==> config.mk <==
export PLATFORM = sky130hd
export DESIGN_NAME = obstacle_avoid_steering_unit_flat
export DESIGN_NICKNAME = d
export VERILOG_FILES = /design/src/rtl/osa_pkg.sv /design/src/rtl/osa_in_if.sv /design/src/rtl/osa_out_if.sv /design/src/rtl/obstacle_avoid_steering_unit.sv /design/src/rtl/osa_cfg_regs.sv /design/src/rtl/osa_step.sv /design/src/flat_wrapper.sv
export VERILOG_INCLUDE_DIRS = /design/src /design/src/rtl
export SDC_FILE = /design/constraint.sdc
export NUM_CORES = 1
export LEC_CHECK = 0
export ABC_CLOCK_PERIOD_IN_PS = 13400
export BUFFER_PORTS_ARGS = -buffer_cell sky130_fd_sc_hd__buf_2
export CAP_MARGIN = 20
export CORE_UTILIZATION = 40
export CTS_BUF_LIST = sky130_fd_sc_hd__clkbuf_4 sky130_fd_sc_hd__clkbuf_8
export DETAILED_ROUTE_END_ITERATION = 10
export GPL_TIMING_DRIVEN = 0
export HOLD_SLACK_MARGIN = 0.08
export SLEW_MARGIN = 20
export SYNTH_ARGS = -nofsm -noshare
export SYNTH_HDL_FRONTEND = slang
export SYNTH_SLANG_ARGS = --single-unit
==> constraint.sdc <==
create_clock -name clk_i -period 13.4 [get_ports clk_i]
set_clock_uncertainty 0.1 [all_clocks]
set_input_delay 2.68 -clock clk_i [delete_from_list [all_inputs] [get_ports clk_i]]
set_output_delay 2.68 -clock clk_i [all_outputs]
set_load 0.01 [all_outputs]
==> src/rtl/obstacle_avoid_steering_unit_macros.svh <==
// Assertion macros for the obstacle avoid steering unit.
// Included by the RTL files that carry concurrent assertions; no other dependencies.
`ifndef OBSTACLE_AVOID_STEERING_UNIT_MACROS_SVH
`define OBSTACLE_AVOID_STEERING_UNIT_MACROS_SVH

// Check that a condition implies another in the same cycle.
`define OSA_ASSERT_IMP(lbl, clk, rst_n, ante, cons) \
  lbl: assert property (@(posedge clk) disable iff (!rst_n) (ante) |-> (cons)) \
    else $error("obstacle avoid steering: same-cycle check failed");

// Check that a condition implies another in the next cycle.
`define OSA_ASSERT_NXT(lbl, clk, rst_n, ante, cons) \
  lbl: assert property (@(posedge clk) disable iff (!rst_n) (ante) |=> (cons)) \
    else $error("obstacle avoid steering: next-cycle check failed");

`endif

==> src/rtl/osa_pkg.sv <==
// Shared types and constants of the obstacle avoid steering unit.
// No dependencies; used by the interfaces, the datapath and the top level.
`default_nettype none

package osa_pkg;

  // Default sizing of the top-level parameters
  localparam int unsigned SAMPLE_BITS_DEF = 10;
  localparam int unsigned COUNT_BITS_DEF  = 16;

  // Fixed field widths
  localparam int unsigned HOLD_LIMIT_BITS = 16;
  localparam int unsigned RUN_LENGTH_BITS = 16;
  localparam int unsigned CFG_IDX_BITS    = 3;
  localparam int unsigned DIR_BITS        = 3;
  localparam int unsigned PAT_BITS        = 3;

  // Configuration register indexes
  typedef enum logic [CFG_IDX_BITS-1:0] {
    CFG_FRONT_THR  = 3'd0,
    CFG_LEFT_THR   = 3'd1,
    CFG_RIGHT_THR  = 3'd2,
    CFG_LDRIFT_THR = 3'd3,
    CFG_RDRIFT_THR = 3'd4,
    CFG_HOLD_LIMIT = 3'd5
  } cfg_idx_e;

  // Steering direction codes
  typedef enum logic [DIR_BITS-1:0] {
    DIR_STOP   = 3'd0,
    DIR_FWD    = 3'd1,
    DIR_FLEFT  = 3'd2,
    DIR_FRIGHT = 3'd3,
    DIR_RLEFT  = 3'd4,
    DIR_RRIGHT = 3'd5,
    DIR_REV    = 3'd6
  } dir_e;

  // Obstacle patterns: left in bit 2, front in bit 1, right in bit 0
  localparam logic [PAT_BITS-1:0] PAT_NONE       = 3'b000;
  localparam logic [PAT_BITS-1:0] PAT_RIGHT      = 3'b001;
  localparam logic [PAT_BITS-1:0] PAT_FRONT      = 3'b010;
  localparam logic [PAT_BITS-1:0] PAT_FRONT_RGT  = 3'b011;
  localparam logic [PAT_BITS-1:0] PAT_LEFT       = 3'b100;
  localparam logic [PAT_BITS-1:0] PAT_LEFT_RIGHT = 3'b101;
  localparam logic [PAT_BITS-1:0] PAT_LEFT_FRONT = 3'b110;
  localparam logic [PAT_BITS-1:0] PAT_ALL        = 3'b111;

  // Held steering decision
  typedef struct packed {
    logic [PAT_BITS-1:0] pattern;
    dir_e                direction;
  } held_t;

endpackage

`default_nettype wire

==> src/rtl/osa_in_if.sv <==
// Input channel of the obstacle avoid steering unit: sample set plus recheck set.
// Depends on osa_pkg for the default width; width follows the SAMPLE_BITS parameter.
`default_nettype none

interface osa_in_if #(
  parameter int unsigned SAMPLE_BITS = osa_pkg::SAMPLE_BITS_DEF
);
  logic                   valid;
  logic                   ready;
  logic [SAMPLE_BITS-1:0] front_sample;
  logic [SAMPLE_BITS-1:0] right_sample;
  logic [SAMPLE_BITS-1:0] left_sample;
  logic [SAMPLE_BITS-1:0] front_recheck;
  logic [SAMPLE_BITS-1:0] right_recheck;
  logic [SAMPLE_BITS-1:0] left_recheck;

  modport source (
    output valid, front_sample, right_sample, left_sample,
    output front_recheck, right_recheck, left_recheck,
    input  ready
  );

  modport sink (
    input  valid, front_sample, right_sample, left_sample,
    input  front_recheck, right_recheck, left_recheck,
    output ready
  );
endinterface

`default_nettype wire

==> src/rtl/osa_out_if.sv <==
// Result channel of the obstacle avoid steering unit.
// Depends on osa_pkg for the field widths.
`default_nettype none

interface osa_out_if;
  logic                                valid;
  logic                                ready;
  logic [osa_pkg::DIR_BITS-1:0]        steer_direction;
  logic                                hard_stop_request;
  logic [osa_pkg::RUN_LENGTH_BITS-1:0] run_length;

  modport source (
    output valid, steer_direction, hard_stop_request, run_length,
    input  ready
  );

  modport sink (
    input  valid, steer_direction, hard_stop_request, run_length,
    output ready
  );
endinterface

`default_nettype wire

==> src/rtl/obstacle_avoid_steering_unit.sv <==
// An accepted input transaction is captured in the input register and passes through the
// decision logic into the result register, which holds the result until it is taken.
// Throughput: one item per cycle while the result side is not stalled; the held direction,
// hold and run counters close their feedback loop through the decision logic alone.
// Reset (async, active low) clears configuration, held state, counters and valid flags.
`default_nettype none
`include "obstacle_avoid_steering_unit_macros.svh"

module obstacle_avoid_steering_unit #(
  parameter int unsigned SAMPLE_BITS = osa_pkg::SAMPLE_BITS_DEF,
  parameter int unsigned COUNT_BITS  = osa_pkg::COUNT_BITS_DEF
) (
  input  logic                                 clk_i,
  input  logic                                 rst_ni,
  input  logic                                 cfg_we_i,
  input  logic [osa_pkg::CFG_IDX_BITS-1:0]     cfg_idx_i,
  input  logic [((SAMPLE_BITS > osa_pkg::HOLD_LIMIT_BITS) ?
                 SAMPLE_BITS : osa_pkg::HOLD_LIMIT_BITS)-1:0] cfg_wdata_i,
  osa_in_if.sink                               in_i,
  osa_out_if.source                            out_o
);

  localparam int unsigned CFG_DATA_BITS = (SAMPLE_BITS > osa_pkg::HOLD_LIMIT_BITS) ?
                                          SAMPLE_BITS : osa_pkg::HOLD_LIMIT_BITS;

  logic [SAMPLE_BITS-1:0]              front_thr, left_thr, right_thr;
  logic [SAMPLE_BITS-1:0]              ldrift_thr, rdrift_thr;
  logic [osa_pkg::HOLD_LIMIT_BITS-1:0] hold_limit;

  osa_cfg_regs #(
    .SAMPLE_BITS (SAMPLE_BITS),
    .DATA_BITS   (CFG_DATA_BITS)
  ) u_cfg (
    .clk_i        (clk_i),
    .rst_ni       (rst_ni),
    .cfg_we_i     (cfg_we_i),
    .cfg_idx_i    (cfg_idx_i),
    .cfg_wdata_i  (cfg_wdata_i),
    .front_thr_o  (front_thr),
    .left_thr_o   (left_thr),
    .right_thr_o  (right_thr),
    .ldrift_thr_o (ldrift_thr),
    .rdrift_thr_o (rdrift_thr),
    .hold_limit_o (hold_limit)
  );

  // Input stage
  logic                   in_vld_q, in_vld_d;
  logic [SAMPLE_BITS-1:0] fs_q, rs_q, ls_q, fr_q, rr_q, lr_q;
  logic                   in_take, fire;

  // Result stage and held state
  logic                                out_vld_q, out_vld_d;
  logic [osa_pkg::DIR_BITS-1:0]        dir_q, dir_d;
  logic                                hs_q, hs_d;
  logic [osa_pkg::RUN_LENGTH_BITS-1:0] run_len_q, run_len_d;
  osa_pkg::held_t                      held_q, held_d;
  logic [COUNT_BITS-1:0]               hold_count_q, hold_count_d;
  logic [COUNT_BITS-1:0]               run_count_q, run_count_d;

  // Advance the input stage when the result register is free or drained
  assign fire       = in_vld_q && (!out_vld_q || out_o.ready);
  assign in_i.ready = !in_vld_q || fire;
  assign in_take    = in_i.valid && in_i.ready;

  always_comb begin
    in_vld_d = in_vld_q;
    if (in_take)   in_vld_d = 1'b1;
    else if (fire) in_vld_d = 1'b0;
  end

  always_ff @(posedge clk_i or negedge rst_ni) begin
    if (!rst_ni) begin
      in_vld_q <= 1'b0;
    end else begin
      in_vld_q <= in_vld_d;
    end
  end

  // Capture the sample payload of an accepted transaction
  always_ff @(posedge clk_i) begin
    if (in_take) begin
      fs_q <= in_i.front_sample;
      rs_q <= in_i.right_sample;
      ls_q <= in_i.left_sample;
      fr_q <= in_i.front_recheck;
      rr_q <= in_i.right_recheck;
      lr_q <= in_i.left_recheck;
    end
  end

  osa_step #(
    .SAMPLE_BITS (SAMPLE_BITS),
    .COUNT_BITS  (COUNT_BITS)
  ) u_step (
    .front_sample_i    (fs_q),
    .right_sample_i    (rs_q),
    .left_sample_i     (ls_q),
    .front_recheck_i   (fr_q),
    .right_recheck_i   (rr_q),
    .left_recheck_i    (lr_q),
    .front_thr_i       (front_thr),
    .left_thr_i        (left_thr),
    .right_thr_i       (right_thr),
    .ldrift_thr_i      (ldrift_thr),
    .rdrift_thr_i      (rdrift_thr),
    .hold_limit_i      (hold_limit),
    .held_i            (held_q),
    .hold_count_i      (hold_count_q),
    .run_count_i       (run_count_q),
    .held_o            (held_d),
    .hold_count_o      (hold_count_d),
    .run_count_o       (run_count_d),
    .steer_direction_o (dir_d),
    .halt_req_o        (hs_d),
    .run_length_o      (run_len_d)
  );

  // Hold a result until taken; update state once per processed item
  always_comb begin
    out_vld_d = out_vld_q;
    if (fire)             out_vld_d = 1'b1;
    else if (out_o.ready) out_vld_d = 1'b0;
  end

  always_ff @(posedge clk_i or negedge rst_ni) begin
    if (!rst_ni) begin
      out_vld_q    <= 1'b0;
      held_q       <= '{pattern: osa_pkg::PAT_NONE, direction: osa_pkg::DIR_STOP};
      hold_count_q <= '0;
      run_count_q  <= '0;
    end else begin
      out_vld_q <= out_vld_d;
      if (fire) begin
        held_q       <= held_d;
        hold_count_q <= hold_count_d;
        run_count_q  <= run_count_d;
      end
    end
  end

  always_ff @(posedge clk_i) begin
    if (fire) begin
      dir_q     <= dir_d;
      hs_q      <= hs_d;
      run_len_q <= run_len_d;
    end
  end

  assign out_o.valid             = out_vld_q;
  assign out_o.steer_direction   = dir_q;
  assign out_o.hard_stop_request = hs_q;
  assign out_o.run_length        = run_len_q;

  // Run length is only reported alongside a hard stop
  `OSA_ASSERT_IMP(a_len_needs_stop, clk_i, rst_ni, out_vld_q && !hs_q, run_len_q == '0)
  // Directions stay within the defined codes
  `OSA_ASSERT_IMP(a_dir_legal, clk_i, rst_ni, out_vld_q, dir_q <= osa_pkg::DIR_REV)
  // Held decision moves only when an item is processed
  `OSA_ASSERT_NXT(a_held_quiet, clk_i, rst_ni, !fire, $stable(held_q))
  // A change of held direction restarts the hold count
  `OSA_ASSERT_NXT(a_change_clears_hold, clk_i, rst_ni, fire && (held_d.direction != held_q.direction), hold_count_q == '0)

endmodule

`default_nettype wire

==> src/rtl/osa_cfg_regs.sv <==
// Configuration register file: thresholds and hold limit.
// Depends on osa_pkg for register indexes and widths.
`default_nettype none

module osa_cfg_regs #(
  parameter int unsigned SAMPLE_BITS = osa_pkg::SAMPLE_BITS_DEF,
  parameter int unsigned DATA_BITS   = osa_pkg::HOLD_LIMIT_BITS
) (
  input  logic                                clk_i,
  input  logic                                rst_ni,
  input  logic                                cfg_we_i,
  input  logic [osa_pkg::CFG_IDX_BITS-1:0]    cfg_idx_i,
  input  logic [DATA_BITS-1:0]                cfg_wdata_i,
  output logic [SAMPLE_BITS-1:0]              front_thr_o,
  output logic [SAMPLE_BITS-1:0]              left_thr_o,
  output logic [SAMPLE_BITS-1:0]              right_thr_o,
  output logic [SAMPLE_BITS-1:0]              ldrift_thr_o,
  output logic [SAMPLE_BITS-1:0]              rdrift_thr_o,
  output logic [osa_pkg::HOLD_LIMIT_BITS-1:0] hold_limit_o
);

  logic [SAMPLE_BITS-1:0]              front_thr_q, left_thr_q, right_thr_q;
  logic [SAMPLE_BITS-1:0]              ldrift_thr_q, rdrift_thr_q;
  logic [osa_pkg::HOLD_LIMIT_BITS-1:0] hold_limit_q;

  // Write the addressed register; drop writes to unknown indexes
  always_ff @(posedge clk_i or negedge rst_ni) begin
    if (!rst_ni) begin
      front_thr_q  <= '0;
      left_thr_q   <= '0;
      right_thr_q  <= '0;
      ldrift_thr_q <= '0;
      rdrift_thr_q <= '0;
      hold_limit_q <= '0;
    end else if (cfg_we_i) begin
      unique case (cfg_idx_i)
        osa_pkg::CFG_FRONT_THR:  front_thr_q  <= cfg_wdata_i[SAMPLE_BITS-1:0];
        osa_pkg::CFG_LEFT_THR:   left_thr_q   <= cfg_wdata_i[SAMPLE_BITS-1:0];
        osa_pkg::CFG_RIGHT_THR:  right_thr_q  <= cfg_wdata_i[SAMPLE_BITS-1:0];
        osa_pkg::CFG_LDRIFT_THR: ldrift_thr_q <= cfg_wdata_i[SAMPLE_BITS-1:0];
        osa_pkg::CFG_RDRIFT_THR: rdrift_thr_q <= cfg_wdata_i[SAMPLE_BITS-1:0];
        osa_pkg::CFG_HOLD_LIMIT: begin
          hold_limit_q <= cfg_wdata_i[osa_pkg::HOLD_LIMIT_BITS-1:0];
        end
        default: ;
      endcase
    end
  end

  assign front_thr_o  = front_thr_q;
  assign left_thr_o   = left_thr_q;
  assign right_thr_o  = right_thr_q;
  assign ldrift_thr_o = ldrift_thr_q;
  assign rdrift_thr_o = rdrift_thr_q;
  assign hold_limit_o = hold_limit_q;

endmodule

`default_nettype wire

==> src/rtl/osa_step.sv <==
// Steering decision datapath: pattern, direction map, escape, drift and hold rules.
// Purely combinational; depends on osa_pkg for codes and the held-state type.
`default_nettype none

module osa_step #(
  parameter int unsigned SAMPLE_BITS = osa_pkg::SAMPLE_BITS_DEF,
  parameter int unsigned COUNT_BITS  = osa_pkg::COUNT_BITS_DEF
) (
  input  logic [SAMPLE_BITS-1:0]              front_sample_i,
  input  logic [SAMPLE_BITS-1:0]              right_sample_i,
  input  logic [SAMPLE_BITS-1:0]              left_sample_i,
  input  logic [SAMPLE_BITS-1:0]              front_recheck_i,
  input  logic [SAMPLE_BITS-1:0]              right_recheck_i,
  input  logic [SAMPLE_BITS-1:0]              left_recheck_i,
  input  logic [SAMPLE_BITS-1:0]              front_thr_i,
  input  logic [SAMPLE_BITS-1:0]              left_thr_i,
  input  logic [SAMPLE_BITS-1:0]              right_thr_i,
  input  logic [SAMPLE_BITS-1:0]              ldrift_thr_i,
  input  logic [SAMPLE_BITS-1:0]              rdrift_thr_i,
  input  logic [osa_pkg::HOLD_LIMIT_BITS-1:0] hold_limit_i,
  input  osa_pkg::held_t                      held_i,
  input  logic [COUNT_BITS-1:0]               hold_count_i,
  input  logic [COUNT_BITS-1:0]               run_count_i,
  output osa_pkg::held_t                      held_o,
  output logic [COUNT_BITS-1:0]               hold_count_o,
  output logic [COUNT_BITS-1:0]               run_count_o,
  output logic [osa_pkg::DIR_BITS-1:0]        steer_direction_o,
  output logic                                halt_req_o,
  output logic [osa_pkg::RUN_LENGTH_BITS-1:0] run_length_o
);

  localparam int unsigned CMP_BITS = (COUNT_BITS > osa_pkg::HOLD_LIMIT_BITS) ?
                                     COUNT_BITS : osa_pkg::HOLD_LIMIT_BITS;
  localparam logic [CMP_BITS-1:0] CMAX_EXT = CMP_BITS'({COUNT_BITS{1'b1}});

  function automatic logic [COUNT_BITS-1:0] sat_inc(input logic [COUNT_BITS-1:0] v);
    return (&v) ? v : v + COUNT_BITS'(1);
  endfunction

  function automatic logic [osa_pkg::PAT_BITS-1:0] make_pattern(
    input logic [SAMPLE_BITS-1:0] f,
    input logic [SAMPLE_BITS-1:0] r,
    input logic [SAMPLE_BITS-1:0] l
  );
    return {l > left_thr_i, f > front_thr_i, r > right_thr_i};
  endfunction

  // Map an obstacle pattern to a direction
  function automatic osa_pkg::dir_e decide(
    input logic [osa_pkg::PAT_BITS-1:0] p,
    input logic [SAMPLE_BITS-1:0]       r,
    input logic [SAMPLE_BITS-1:0]       l
  );
    osa_pkg::dir_e d;
    unique case (p)
      osa_pkg::PAT_NONE:       d = osa_pkg::DIR_FWD;
      osa_pkg::PAT_RIGHT:      d = osa_pkg::DIR_FLEFT;
      osa_pkg::PAT_FRONT:      d = (r > l) ? osa_pkg::DIR_RRIGHT : osa_pkg::DIR_RLEFT;
      osa_pkg::PAT_FRONT_RGT:  d = osa_pkg::DIR_RRIGHT;
      osa_pkg::PAT_LEFT:       d = osa_pkg::DIR_FRIGHT;
      osa_pkg::PAT_LEFT_RIGHT: d = osa_pkg::DIR_FWD;
      osa_pkg::PAT_LEFT_FRONT: d = osa_pkg::DIR_RLEFT;
      default:                 d = osa_pkg::DIR_REV;
    endcase
    return d;
  endfunction

  logic [SAMPLE_BITS-1:0]       fv, rv, lv;
  logic [osa_pkg::PAT_BITS-1:0] ps, ns, tp;
  osa_pkg::dir_e                pd, nd, td;
  logic                         hs, fwd;
  logic [COUNT_BITS-1:0]        run, hold, runlen, lim_inc;
  logic [CMP_BITS-1:0]          lim_ext;
  osa_pkg::held_t               held_nx;

  // Evaluate the rules in order for one sample set
  always_comb begin
    fv      = front_sample_i;
    rv      = right_sample_i;
    lv      = left_sample_i;
    ps      = held_i.pattern;
    pd      = held_i.direction;
    ns      = make_pattern(fv, rv, lv);
    nd      = decide(ns, rv, lv);
    tp      = osa_pkg::PAT_NONE;
    td      = osa_pkg::DIR_STOP;
    hs      = 1'b0;
    fwd     = 1'b0;
    runlen  = '0;
    run     = run_count_i;
    hold    = hold_count_i;
    held_nx = held_i;
    lim_ext = CMP_BITS'(hold_limit_i);
    lim_inc = (lim_ext >= CMAX_EXT) ? {COUNT_BITS{1'b1}} : COUNT_BITS'(lim_ext + 1'b1);

    // Same direction, box pass-through, or escape from forward into reverse
    if (nd == pd) begin
      run  = sat_inc(run);
      hold = sat_inc(hold);
    end else if (ps == osa_pkg::PAT_ALL && ns == osa_pkg::PAT_LEFT_RIGHT) begin
      run = sat_inc(run);
      nd  = pd;
      ns  = ps;
    end else if ((pd == osa_pkg::DIR_FWD || pd == osa_pkg::DIR_FRIGHT ||
                  pd == osa_pkg::DIR_FLEFT) && nd == osa_pkg::DIR_REV) begin
      if (ps == osa_pkg::PAT_ALL) begin
        hs     = 1'b1;
        runlen = run;
      end
      fv = front_recheck_i;
      rv = right_recheck_i;
      lv = left_recheck_i;
      tp = make_pattern(fv, rv, lv);
      td = decide(tp, rv, lv);
      if (td == osa_pkg::DIR_FWD) begin
        nd = td;
        ns = tp;
      end
      run = '0;
    end

    // Keep a one-sided turn until the side clears into the corridor pattern
    if ((ps == osa_pkg::PAT_LEFT || ps == osa_pkg::PAT_RIGHT) &&
        ns != osa_pkg::PAT_LEFT_RIGHT) begin
      ns  = ps;
      nd  = pd;
      run = sat_inc(run);
    end

    // Straightness correction on the drift thresholds
    if (nd == osa_pkg::DIR_FWD || nd == osa_pkg::DIR_REV) begin
      fwd = (nd == osa_pkg::DIR_FWD);
      if (lv > ldrift_thr_i) begin
        if (fwd) nd = osa_pkg::DIR_FRIGHT;
        else     nd = osa_pkg::DIR_RRIGHT;
      end else if (rv > rdrift_thr_i) begin
        if (fwd) nd = osa_pkg::DIR_FLEFT;
        else     nd = osa_pkg::DIR_RLEFT;
      end
      hold = lim_inc;
    end
    run = sat_inc(run);

    // Gate the change of direction with the hold count
    if (nd == pd) begin
      hold = sat_inc(hold);
    end else if (CMP_BITS'(hold) > lim_ext) begin
      hold              = '0;
      held_nx.direction = nd;
      held_nx.pattern   = ns;
    end else begin
      nd   = pd;
      hold = sat_inc(hold);
    end
  end

  assign held_o            = held_nx;
  assign hold_count_o      = hold;
  assign run_count_o       = run;
  assign steer_direction_o = nd;
  assign halt_req_o        = hs;
  assign run_length_o      = osa_pkg::RUN_LENGTH_BITS'(runlen);

endmodule

`default_nettype wire
==> src/flat_wrapper.sv <==
// flat-port wrapper written by rule: the top's interface ports become plain ports
module obstacle_avoid_steering_unit_flat 
#(
  parameter int unsigned SAMPLE_BITS = osa_pkg::SAMPLE_BITS_DEF,
  parameter int unsigned COUNT_BITS  = osa_pkg::COUNT_BITS_DEF
)
  (clk_i, rst_ni, cfg_we_i, cfg_idx_i, cfg_wdata_i, in_i_valid, in_i_front_sample, in_i_right_sample, in_i_left_sample, in_i_front_recheck, in_i_right_recheck, in_i_left_recheck, in_i_ready, out_o_valid, out_o_steer_direction, out_o_hard_stop_request, out_o_run_length, out_o_ready);
  osa_in_if #(.SAMPLE_BITS(SAMPLE_BITS)) in_i_i ();
  osa_out_if out_o_i ();
  input  logic clk_i;
  input  logic rst_ni;
  input  logic cfg_we_i;
  input  logic [osa_pkg::CFG_IDX_BITS-1:0] cfg_idx_i;
  input  logic [((SAMPLE_BITS > osa_pkg::HOLD_LIMIT_BITS) ?
                 SAMPLE_BITS : osa_pkg::HOLD_LIMIT_BITS)-1:0] cfg_wdata_i;
  input wire logic [$bits(in_i_i.valid)-1:0] in_i_valid;
  input wire logic [$bits(in_i_i.front_sample)-1:0] in_i_front_sample;
  input wire logic [$bits(in_i_i.right_sample)-1:0] in_i_right_sample;
  input wire logic [$bits(in_i_i.left_sample)-1:0] in_i_left_sample;
  input wire logic [$bits(in_i_i.front_recheck)-1:0] in_i_front_recheck;
  input wire logic [$bits(in_i_i.right_recheck)-1:0] in_i_right_recheck;
  input wire logic [$bits(in_i_i.left_recheck)-1:0] in_i_left_recheck;
  output wire logic [$bits(in_i_i.ready)-1:0] in_i_ready;
  output wire logic [$bits(out_o_i.valid)-1:0] out_o_valid;
  output wire logic [$bits(out_o_i.steer_direction)-1:0] out_o_steer_direction;
  output wire logic [$bits(out_o_i.hard_stop_request)-1:0] out_o_hard_stop_request;
  output wire logic [$bits(out_o_i.run_length)-1:0] out_o_run_length;
  input wire logic [$bits(out_o_i.ready)-1:0] out_o_ready;
  assign in_i_i.valid = in_i_valid;
  assign in_i_i.front_sample = in_i_front_sample;
  assign in_i_i.right_sample = in_i_right_sample;
  assign in_i_i.left_sample = in_i_left_sample;
  assign in_i_i.front_recheck = in_i_front_recheck;
  assign in_i_i.right_recheck = in_i_right_recheck;
  assign in_i_i.left_recheck = in_i_left_recheck;
  assign in_i_ready = in_i_i.ready;
  assign out_o_valid = out_o_i.valid;
  assign out_o_steer_direction = out_o_i.steer_direction;
  assign out_o_hard_stop_request = out_o_i.hard_stop_request;
  assign out_o_run_length = out_o_i.run_length;
  assign out_o_i.ready = out_o_ready;
  obstacle_avoid_steering_unit #(.SAMPLE_BITS(SAMPLE_BITS), .COUNT_BITS(COUNT_BITS)) u_core (.clk_i(clk_i), .rst_ni(rst_ni), .cfg_we_i(cfg_we_i), .cfg_idx_i(cfg_idx_i), .cfg_wdata_i(cfg_wdata_i), .in_i(in_i_i), .out_o(out_o_i));
endmodule
==> metrics.md, run 1 <==
| Metric | Value |
|---|---|
| Status | complete, no violations |
| Slew Limit Fails | 0 |
| Critical Path Fanout Max | 10 |
| Critical path class | reg2reg |
| Crit path arrival time | 8.82 ns |
| Distinct cells, synth | 87 |
| Core ar. | 0.03254 mm^2 |
| Clock Tree Root | clkbuf_8 |
| Post-Synthesis Net Count | roughly 1700 |
| Post-synth ARST share | 56.99% |
| Met2 usage | 36.76% |
| Finish-stage setup viols | 0 |
| P per Cell Area | about 170 mW/mm^2 |
| Largest net degree at the start of global routing | 75 |
| Worst hold path type | reg2reg |
| Die H | 183.7 um |
| Dpl hpwl | 27830 um |
| CTS H-tree depth | 4 |
| Final TNS setup | 0 ns |
| Setup Fix Bufs, Post-CTS | 0 |
| Main flop type after synthesis | dfrtp_1 |
| Clock buffer count from CTS | 17 |
| Drt wl/cell | around 18 um |
| Routing usage on met3 | between 4 and 5% |
| Hold buffers post-CTS | 0 |
| Antenna violations before repair | 4 |
| First-pass GRT wire length | approximately 57000 um |
| Register area share after synthesis | 38.28% |
| FP Rows | between 60 and 70 |
| GPL Wtd Cong | 0.9407 |
| CP dominant cell by count | nand2b_1 |
| Yosys warning count | 0 |
| I/O pins | approximately 110 |
| Area of the mapped netlist | 0.01320 mm^2 |
| Layout Nets | 1780 |
| Worst setup SP type | flip-flop |
| Least-Margin Pin Slew | 1.010 ns |
| Syn Area/Cell | 9.062 um^2 |
| Slew headroom | about a third |
| Max VDD drop | 0.00009708 V |
| Crit end category | flip-flop |
| Static Leak | approximately 0.0063 uW |
| Grt met1 use | around 28% |
| Drt drc | 0 |
| Final period util | approximately 64% |
| Tot GR Track Use | 21.96% |
| FF+latch count, synth | 186 |
| CTS tree | yes |
| Port-buffer cells | 104 |
| 1st-iter DRT viols | 602 |
| Detail Route Antenna Nets | 0 |
| Most used routing layer | met2 |
| Routed WL | 35810 um |
| Worst-Skew Late Latency | 0.50 ns |
| CTS sink cnt | 186 |
| Final hold violations | 0 |
| Worst path max stage delay | 0.81 ns |
| Crit-path slowest cell | a2111oi_0 |
| Worst Path Required | 13.66 ns |
| Vias | 11318 |
| First-pass DRT Iterations | 5 |
| Vias per std cell | ~5.5 |
| Worst-path clk slew | 0.10 ns |
| Initial Util | 40.58% |
| Die X | 183.7 um |
| Cts repair resizes | 0 |
| CTS max path bufs | 2 |
| # Max-Cap Violations | 0 |
| RSZ-0062 raised after global routing | no |
| Vias in the first global route | 10879 |
| P&R area growth vs syn | 12.01% |
| Share of layout cells above drive strength 1 | 13.46% |
| DIE AREA | between 0.03 and 0.04 mm^2 |
| Post-synth EDFFs | 80 |
| Overflow after GRT | 0 |
| Mapped Cells | about 1500 |
| Fmax | between 0.1 and 0.15 GHz |
| Pwr Total | 2513 uW |
| Tmin final | 8.563 ns |
-- registers in the layout (all words and copies together) (netlist names), 16 cells and up --
register                   cells
u_core.out_o.run_length       16
u_core.u_cfg.hold_limit_o     16
u_core.run_count_q            16
u_core.hold_count_q           16
-- worst paths after layout --
path                                 start                           to  slack [ns]  depth (start not counted)
max in group asynchronous           rst_ni  u_core.u_cfg.right_thr_o[5]       10.52                          2
hold / removal             u_core.in_vld_q           u_core.out_o.valid        0.40                          1
setup reg to reg            u_core.ls_q[3]       u_core.hold_count_q[8]        4.84                         31
hold reg to reg            u_core.in_vld_q           u_core.out_o.valid        0.40                          1
setup / recovery            u_core.ls_q[3]       u_core.hold_count_q[8]        4.84                         31
min in group asynchronous           rst_ni        u_core.run_count_q[6]        1.98                          1
-- report_power, final --
part / switching [uW] / internal (uW)
clock: 224 / 178
sequential: 84.0 / 702
combinational: 811 / 514
total: 1120 / 1390
-- per-stage QoR --
step | hold slack (ns) | util (%) | instance area (um^2) | setup slack [ns] | instances
after global routing | 0.4224 | 45.45 | 14790 | 3.907 | 2040
after detailed placement | 0.3759 | 44.18 | 14370 | 4.988 | 2007
after floorplan | 0.3572 | - | 13200 | 6.646 | 1457
after global placement | 0.3736 | 43.88 | 14280 | 5.008 | 2003
after CTS | 0.3986 | 45.44 | 14780 | 4.949 | 2039
final | 0.3971 | 45.45 | 14790 | 4.837 | 2041
-- area by class of cell --
class                   count  area [um^2]
diodes                      2        5.005
repair buffers            108        606.8
inverters                 113        424.2
clock buffers              19        255.2
flip-flops and latches    186         5055
multi-input cells        1099         7473
well taps                 442        553.0
clock inverters            13        155.1
plain buffers              59        261.5
fillers                  3306        17750
-- cells by family after synthesis --
group	after synthesis	share of synthesized area [%]
AO/OA/AOI/OAI	352	17.24
flip-flops	186	38.28
buffers and inverters	172	5.183
adder cells (fa/ha/maj)	112	10.61
AND/OR/NAND/NOR	507	19.15
XOR/XNOR	59	3.914
multiplexers	69	5.619
-- critical path, delay by kind of cell (launching register included) --
| family | cells | cell delay, ns |
|---|---|---|
| flip-flops | 1 | 0.47 |
| adder cells (fa/ha/maj) | 2 | 0.56 |
| AO/OA/AOI/OAI | 16 | 4.52 |
| multiplexers | 1 | 0.43 |
| buffers and inverters | 5 | 1.28 |
| AND/OR/NAND/NOR | 7 | 1.06 |
-- per-layer routing --
metal  routed length (um)  vias up
met4                 1086        4
met2                16850      297
met5                   27        -
met1                16270     5395
met3                 1580       64
li1                     -     5558
-- cell usage in the layout, fill, tap and decap left out, types with 4 or more instances in the layout --
cell type and count:
mux2_2 41, nor4_1 8, inv_1 111, o31ai_1 14
a21oi_1 60, o22ai_1 6, nand2_1 179, buf_6 5
nor2_1 73, clkbuf_8 18, a22oi_1 4, a31oi_1 24
dfrtp_1 106, nor2b_1 12, edfxtp_1 80, or3_1 9
a211oi_1 18, nand3_1 58, o21ai_1 5, nand4_1 32
a21o_1 25, o211a_1 5, nor3_1 33, o21ai_0 117
mux2i_1 28, buf_2 111, xnor2_1 37, and4_1 9
o21a_1 5, nand2b_1 17, ha_1 112, xor2_1 22
and3_1 25, clkbuf_1 45, o211ai_1 16, and2_1 23
-- cell usage after synthesis (all sizes together) (3+ instances only) --
cell / number / area (um^2)
o21a: 5 / 37.54
dfrtp: 106 / 2653
ha: 112 / 1401
buf: 13 / 87.58
and4: 9 / 78.83
a31oi: 25 / 162.6
o211a: 5 / 50.05
a211oi: 18 / 135.1
a311oi: 3 / 26.28
mux2: 41 / 461.7
nor4b: 4 / 41.29
xnor2: 37 / 324.1
edfxtp: 80 / 2402
o21ai: 123 / 619.3
a22o: 3 / 26.28
nor4: 8 / 50.05
nor2: 73 / 274.0
nand2: 180 / 678.2
a32oi: 3 / 26.28
or3: 10 / 67.56
o31ai: 14 / 105.1
nor3: 34 / 175.2
o211ai: 18 / 145.1
nand3b: 3 / 22.52
or4: 4 / 37.53
and2: 25 / 158.9
a21o: 25 / 187.7
o22ai: 6 / 37.54
mux2i: 28 / 280.3
a22oi: 4 / 30.03
a21oi: 63 / 341.6
nor2b: 12 / 75.07
nand4: 32 / 200.2
inv: 111 / 416.7
and3: 26 / 167.7
a32o: 3 / 31.28
clkbuf: 46 / 172.7
xor2: 22 / 192.7
nand2b: 17 / 106.4
nand3: 59 / 300.3
a2111oi: 4 / 41.29
(Power assumes the default switching activity.)
==> inputs of run 2 (changes only) <==
Settings changed: ABC_CLOCK_PERIOD_IN_PS 13400 to 8700.
Clock period 13.4 ns to 8.7 ns, I/O delays scaled along.
==> metrics.md, run 2 (synthesized netlist as in run 1, its figures left out) <==
| Metric | Value |
|---|---|
| Status | complete, no violations |
| CTS H-tree depth | 4 |
| P per Cell Area | roughly 260 mW/mm^2 |
| Antenna violations before repair | 4 |
| Clock buffer count from CTS | 17 |
| Placed Instances | 2007 |
| Least-Margin Pin Slew | 1.019 ns |
| Worst Path Required | 8.96 ns |
| Final period util | roughly 90% |
| 1st-iter DRT viols | between 600 and 700 |
| RSZ-0062 raised after global routing | no |
| Dpl hpwl | about 28000 um |
| Finish-stage setup viols | 0 |
| Gate power share | approximately 53% |
| DIE AREA | between 0.03 and 0.04 mm^2 |
| Setup Fix Bufs, Post-CTS | 0 |
| Drt drc | 0 |
| Final hold violations | 0 |
| Routed WL | 35850 um |
| Worst hold path type | reg2reg |
| Drt wl/cell | about 18 um |
| Core ar. | 0.03254 mm^2 |
| GPL Wtd Cong | 0.9407 |
| Fmax | ~0.13 GHz |
| Critical path class | reg2reg |
| Crit path arrival time | 8.17 ns |
| Largest net degree at the start of global routing | 75 |
| Share of layout cells above drive strength 1 | 13.78% |
| Clock Tree Root | clkbuf_8 |
| Initial Util | ~41% |
| Detail Route Antenna Nets | 0 |
| Port-buffer cells | 104 |
| I/O pins | 106 |
| Tmin final | 7.913 ns |
| Worst setup SP type | flip-flop |
| Worst-Skew Late Latency | about 0.5 ns |
| Die H | about 180 um |
| Flop pwr share | 31.1% |
| Static Leak | 0.006309 uW |
| Tot GR Track Use | 21.96% |
| Non-Filler Instances | between 2000 and 2500 |
| Most frequent cells in the layout | nand2_1 (179), o21ai_0 (117), ha_1 (112) |
| Layout Nets | around 1800 |
| Leading cell type in the layout, fill and taps excluded | nand2_1 |
| CTS max path bufs | 2 |
| FP Rows | 66 |
| CTS sink cnt | between 150 and 200 |
| Clk network pwr share | 15.9% |
| CTS tree | yes |
| Worst-path clk slew | around 0.10 ns |
| Crit-path slowest cell | or4_4 |
| Vias | around 11000 |
| # Max-Cap Violations | 0 |
| P_int | 2156 uW |
| Final TNS setup | 0 ns |
| Slew Limit Fails | 0 |
| Die X | 183.7 um |
| Slew headroom | 31.57% |
| Net Sw Frac | 44.61% |
| Crit end category | flip-flop |
| Worst path max stage delay | 0.51 ns |
| P&R area growth vs syn | 12.21% |
| Vias in the first global route | 10879 |
| Max VDD drop | around 0.00015 V |
| Overflow after GRT | 0 |
| Critical Path Fanout Max | 10 |
| Vias per std cell | 5.536 |
| First-pass GRT wire length | 57460 um |
| Psw | around 1700 uW |
| First-pass DRT Iterations | 5 |
==> run 2: repair_timing <==
item | CTS | global route
gates resized for setup | 0 | 6
setup endpoints to repair | 0 | 22
hold buffers | 0 | 0
==> run 2: final timing paths <==
path,slack (ns),cells after the start,end,startpoint
max reg2reg,0.79,33,u_core.hold_count_q[8],u_core.rs_q[3]
max in group asynchronous,6.76,2,u_core.u_cfg.right_thr_o[5],rst_ni
min,0.40,1,u_core.out_o.valid,u_core.in_vld_q
min reg2reg,0.40,1,u_core.out_o.valid,u_core.in_vld_q
max,0.79,33,u_core.hold_count_q[8],u_core.rs_q[3]
min in group asynchronous,1.04,1,u_core.run_count_q[6],rst_ni
==> run 2: final cells by class <==
type	count	area (um^2)
Fill cell	3304	17720
Multi-Input combinational cell	1099	7500
Sequential cell	186	5055
Timing Repair Buffer	108	606.8
Tap cell	442	553.0
Inverter	113	424.2
Buffer	59	261.5
Clock buffer	19	255.2
Clock inverter	13	155.1
Antenna cell	2	5.005
==> run 2: metrics by stage <==
stage	instance area (um^2)	power [uW]	hold WS (ns)	setup WS, ns	util, %
finish	14820	3892	0.3969	0.7865	45.54
floorplan	13200	2701	0.3572	1.946	-
global route	14810	4219	0.4224	0.05249	45.53
global placement	14280	3192	0.3736	0.3082	43.88
detailed placement	14370	3243	0.3759	0.2876	44.18
CTS	14780	3875	0.3986	0.2494	45.44
==> run 2: critical path, delay by kind of cell (launching register included) <==
kind / cells / cell delay (ns)
buffers and inverters: 6 / 1.43
flip-flops: 1 / 0.49
adder cells (fa/ha/maj): 2 / 0.56
AO/OA/AOI/OAI: 18 / 3.93
AND/OR/NAND/NOR: 7 / 1.26
==> run 2: power by group through the flow <==
stage | clock [uW] | combinational [uW] | sequential [uW]
CTS | 639 | 2030 | 1210
global placement | 0 | 1960 | 1230
detailed placement | 0 | 2010 | 1230
floorplan | 0 | 1510 | 1190
global route | 669 | 2320 | 1230
finish | 620 | 2060 | 1210
==> run 2: per-layer routing <==
metal | part of all wire [%] | up-vias | GRT usage [%]
li1 | - | 5554 | -
met1 | 46 | 5399 | 28.17
met2 | 47 | 282 | 36.76
met3 | 4.0 | 59 | 4.061
met4 | 2.9 | 4 | 8.000
met5 | 0.075 | - | 0
==> inputs of run 3 (changes only) <==
Settings changed: ABC_CLOCK_PERIOD_IN_PS 8700 to not set, CORE_MARGIN set to 2, CORE_UTILIZATION 40 to 30.
==> metrics.md, run 3 (synthesized netlist as in run 1, its figures left out) <==
| Metric | Value |
|---|---|
| Initial Util | 30.52% |
| Core ar. | 0.04327 mm^2 |
| Die H | 213.8 um |
| Pre-CTS WS | between 0.3 and 0.4 ns |
| Vias | between 10000 and 15000 |
| Setup Fix Bufs, Post-CTS | 0 |
| Critical path class | reg2reg |
| # Max-Cap Violations | 0 |
| Fmax | between 0.1 and 0.15 GHz |
| Worst-Skew Late Latency | 0.53 ns |
| Crit end category | flip-flop |
| # fillers | 4424 |
| Worst path max stage delay | roughly 0.61 ns |
| Worst-path clk slew | roughly 0.12 ns |
| Critical Path Fanout Max | 10 |
| I/O pins | 106 |
| Multi-input gate area | 0.007496 mm^2 |
| CTS max path bufs | 2 |
| CP dominant cell by count | a21oi_1 |
| Dpl hpwl | 29380 um |
| Detail Route Antenna Nets | 0 |
| First-pass DRT Iterations | 5 |
| Final hold violations | 0 |
| CP delay by family, top | compound AO/OA/AOI/OAI gates |
| Clock buffer count from CTS | 17 |
| P&R area growth vs syn | 13.37% |
| Cts repair resizes | 0 |
| FP Rows | 76 |
| GPL Wtd Cong | 0.8999 |
| Least-Margin Pin Slew | 0.9307 ns |
| CTS sink cnt | between 150 and 200 |
| Routed WL | 37390 um |
| Worst Path Required | 8.98 ns |
| Vias in the first global route | 10977 |
| Slew Limit Fails | 0 |
| Static Leak | 0.006301 uW |
| Register Area | 0.005055 mm^2 |
| Drt wl/cell | 17.14 um |
| Hold buffers post-CTS | 0 |
| Antenna violations before repair | 1 |
| Tmin final | ~8.0 ns |
| CTS H-tree depth | 4 |
| Buffers plus inverters on the worst setup path | 6 |
| Crit path arrival time | between 8 and 9 ns |
| Most frequent cells in the layout | nand2_1 (179), o21ai_0 (117), ha_1 (112) |
| Vias per std cell | 5.168 |
| Final period util | 91.78% |
| Leading cell type in the layout, fill and taps excluded | nand2_1 |
| Worst hold path type | reg2reg |
| Slew headroom | 37.48% |
| Max VDD drop | 0.0002136 V |
| Layout Nets | ~1800 |
| CTS tree | yes |
| First-pass GRT wire length | slightly below 60000 um |
| Worst Setup Slack, final | a little over 0.7 ns |
| Drt drc | 0 |
| Worst setup SP type | flip-flop |
| Status | complete, no violations |
| Share of layout cells above drive strength 1 | 13.72% |
| Port-buffer cells | 104 |
| Overflow after GRT | 0 |
| 1st-iter DRT viols | between 800 and 900 |
| Crit-path slowest cell | a2111oi_1 |
| Finish-stage setup viols | 0 |
| Clock Tree Root | clkbuf_8 |
| P per Cell Area | 261.3 mW/mm^2 |
| Die X | around 210 um |
| Tot GR Track Use | between 10% and 20% |
| Largest net degree at the start of global routing | 75 |
| Final TNS setup | 0 ns |
| DIE AREA | 0.04571 mm^2 |
| RSZ-0062 raised after global routing | no |
run 3: cell count changes in the layout (fill, tap and decap cells not counted), sizes merged:
| cell | change |
|---|---|
| clkbuf | -2 |
| inv | +2 |
| buf | -1 |
| bufinv | -1 |
| clkinv | +1 |
| diode | -1 |
run 3: routing by layer:
| metal | global-route usage [%] | up-vias | part of all wire, % |
|---|---|---|---|
| met5 | 0 | - | 0 |
| li1 | - | 5561 | - |
| met4 | 5.651 | 0 | 2.6 |
| met3 | 2.958 | 40 | 4.0 |
| met2 | 27.74 | 255 | 47 |
| met1 | 22.30 | 5420 | 46 |
run 3: through the flow:
step	instances	util, %	area [um^2]	power, uW	hold slack, ns
after floorplan	1457	-	13200	2701	0.3572
after global placement	2146	33.41	14460	3199	0.3687
after detailed placement	2149	33.59	14530	3267	0.3834
after CTS	2181	34.54	14940	3904	0.4118
after global routing	2181	34.59	14970	4241	0.4287
final	2182	34.60	14970	3912	0.4089
run 3: worst paths after layout:
path / from / slack [ns] / end / cells past startpoint
min in group asynchronous: rst_ni / 0.99 / u_core.run_count_q[9] / 1
setup / recovery: u_core.ls_q[9] / 0.72 / u_core.hold_count_q[13] / 33
hold / removal: u_core.in_vld_q / 0.41 / u_core.out_o.valid / 1
max in group asynchronous: rst_ni / 6.81 / u_core.u_cfg.hold_limit_o[13] / 2
setup reg to reg: u_core.ls_q[9] / 0.72 / u_core.hold_count_q[13] / 33
hold reg to reg: u_core.in_vld_q / 0.41 / u_core.out_o.valid / 1
run 3: power by group:
| group | switching, uW | total [uW] | leakage [uW] | internal, uW |
|---|---|---|---|---|
| clock network | 378 | 621 | 0.000200 | 244 |
| registers | 129 | 1210 | 0.00209 | 1080 |
| logic | 1280 | 2080 | 0.00402 | 799 |
run 3: area by class of cell:
class	count	share of cell area (%)
sequential	186	33.77
clock buffer	17	1.563
buffer	59	1.747
multi-input combinational	1099	50.08
antenna	1	0.01672
clock inverter	15	1.187
timing repair buffer	107	3.920
inverter	113	2.833
tap	585	4.890
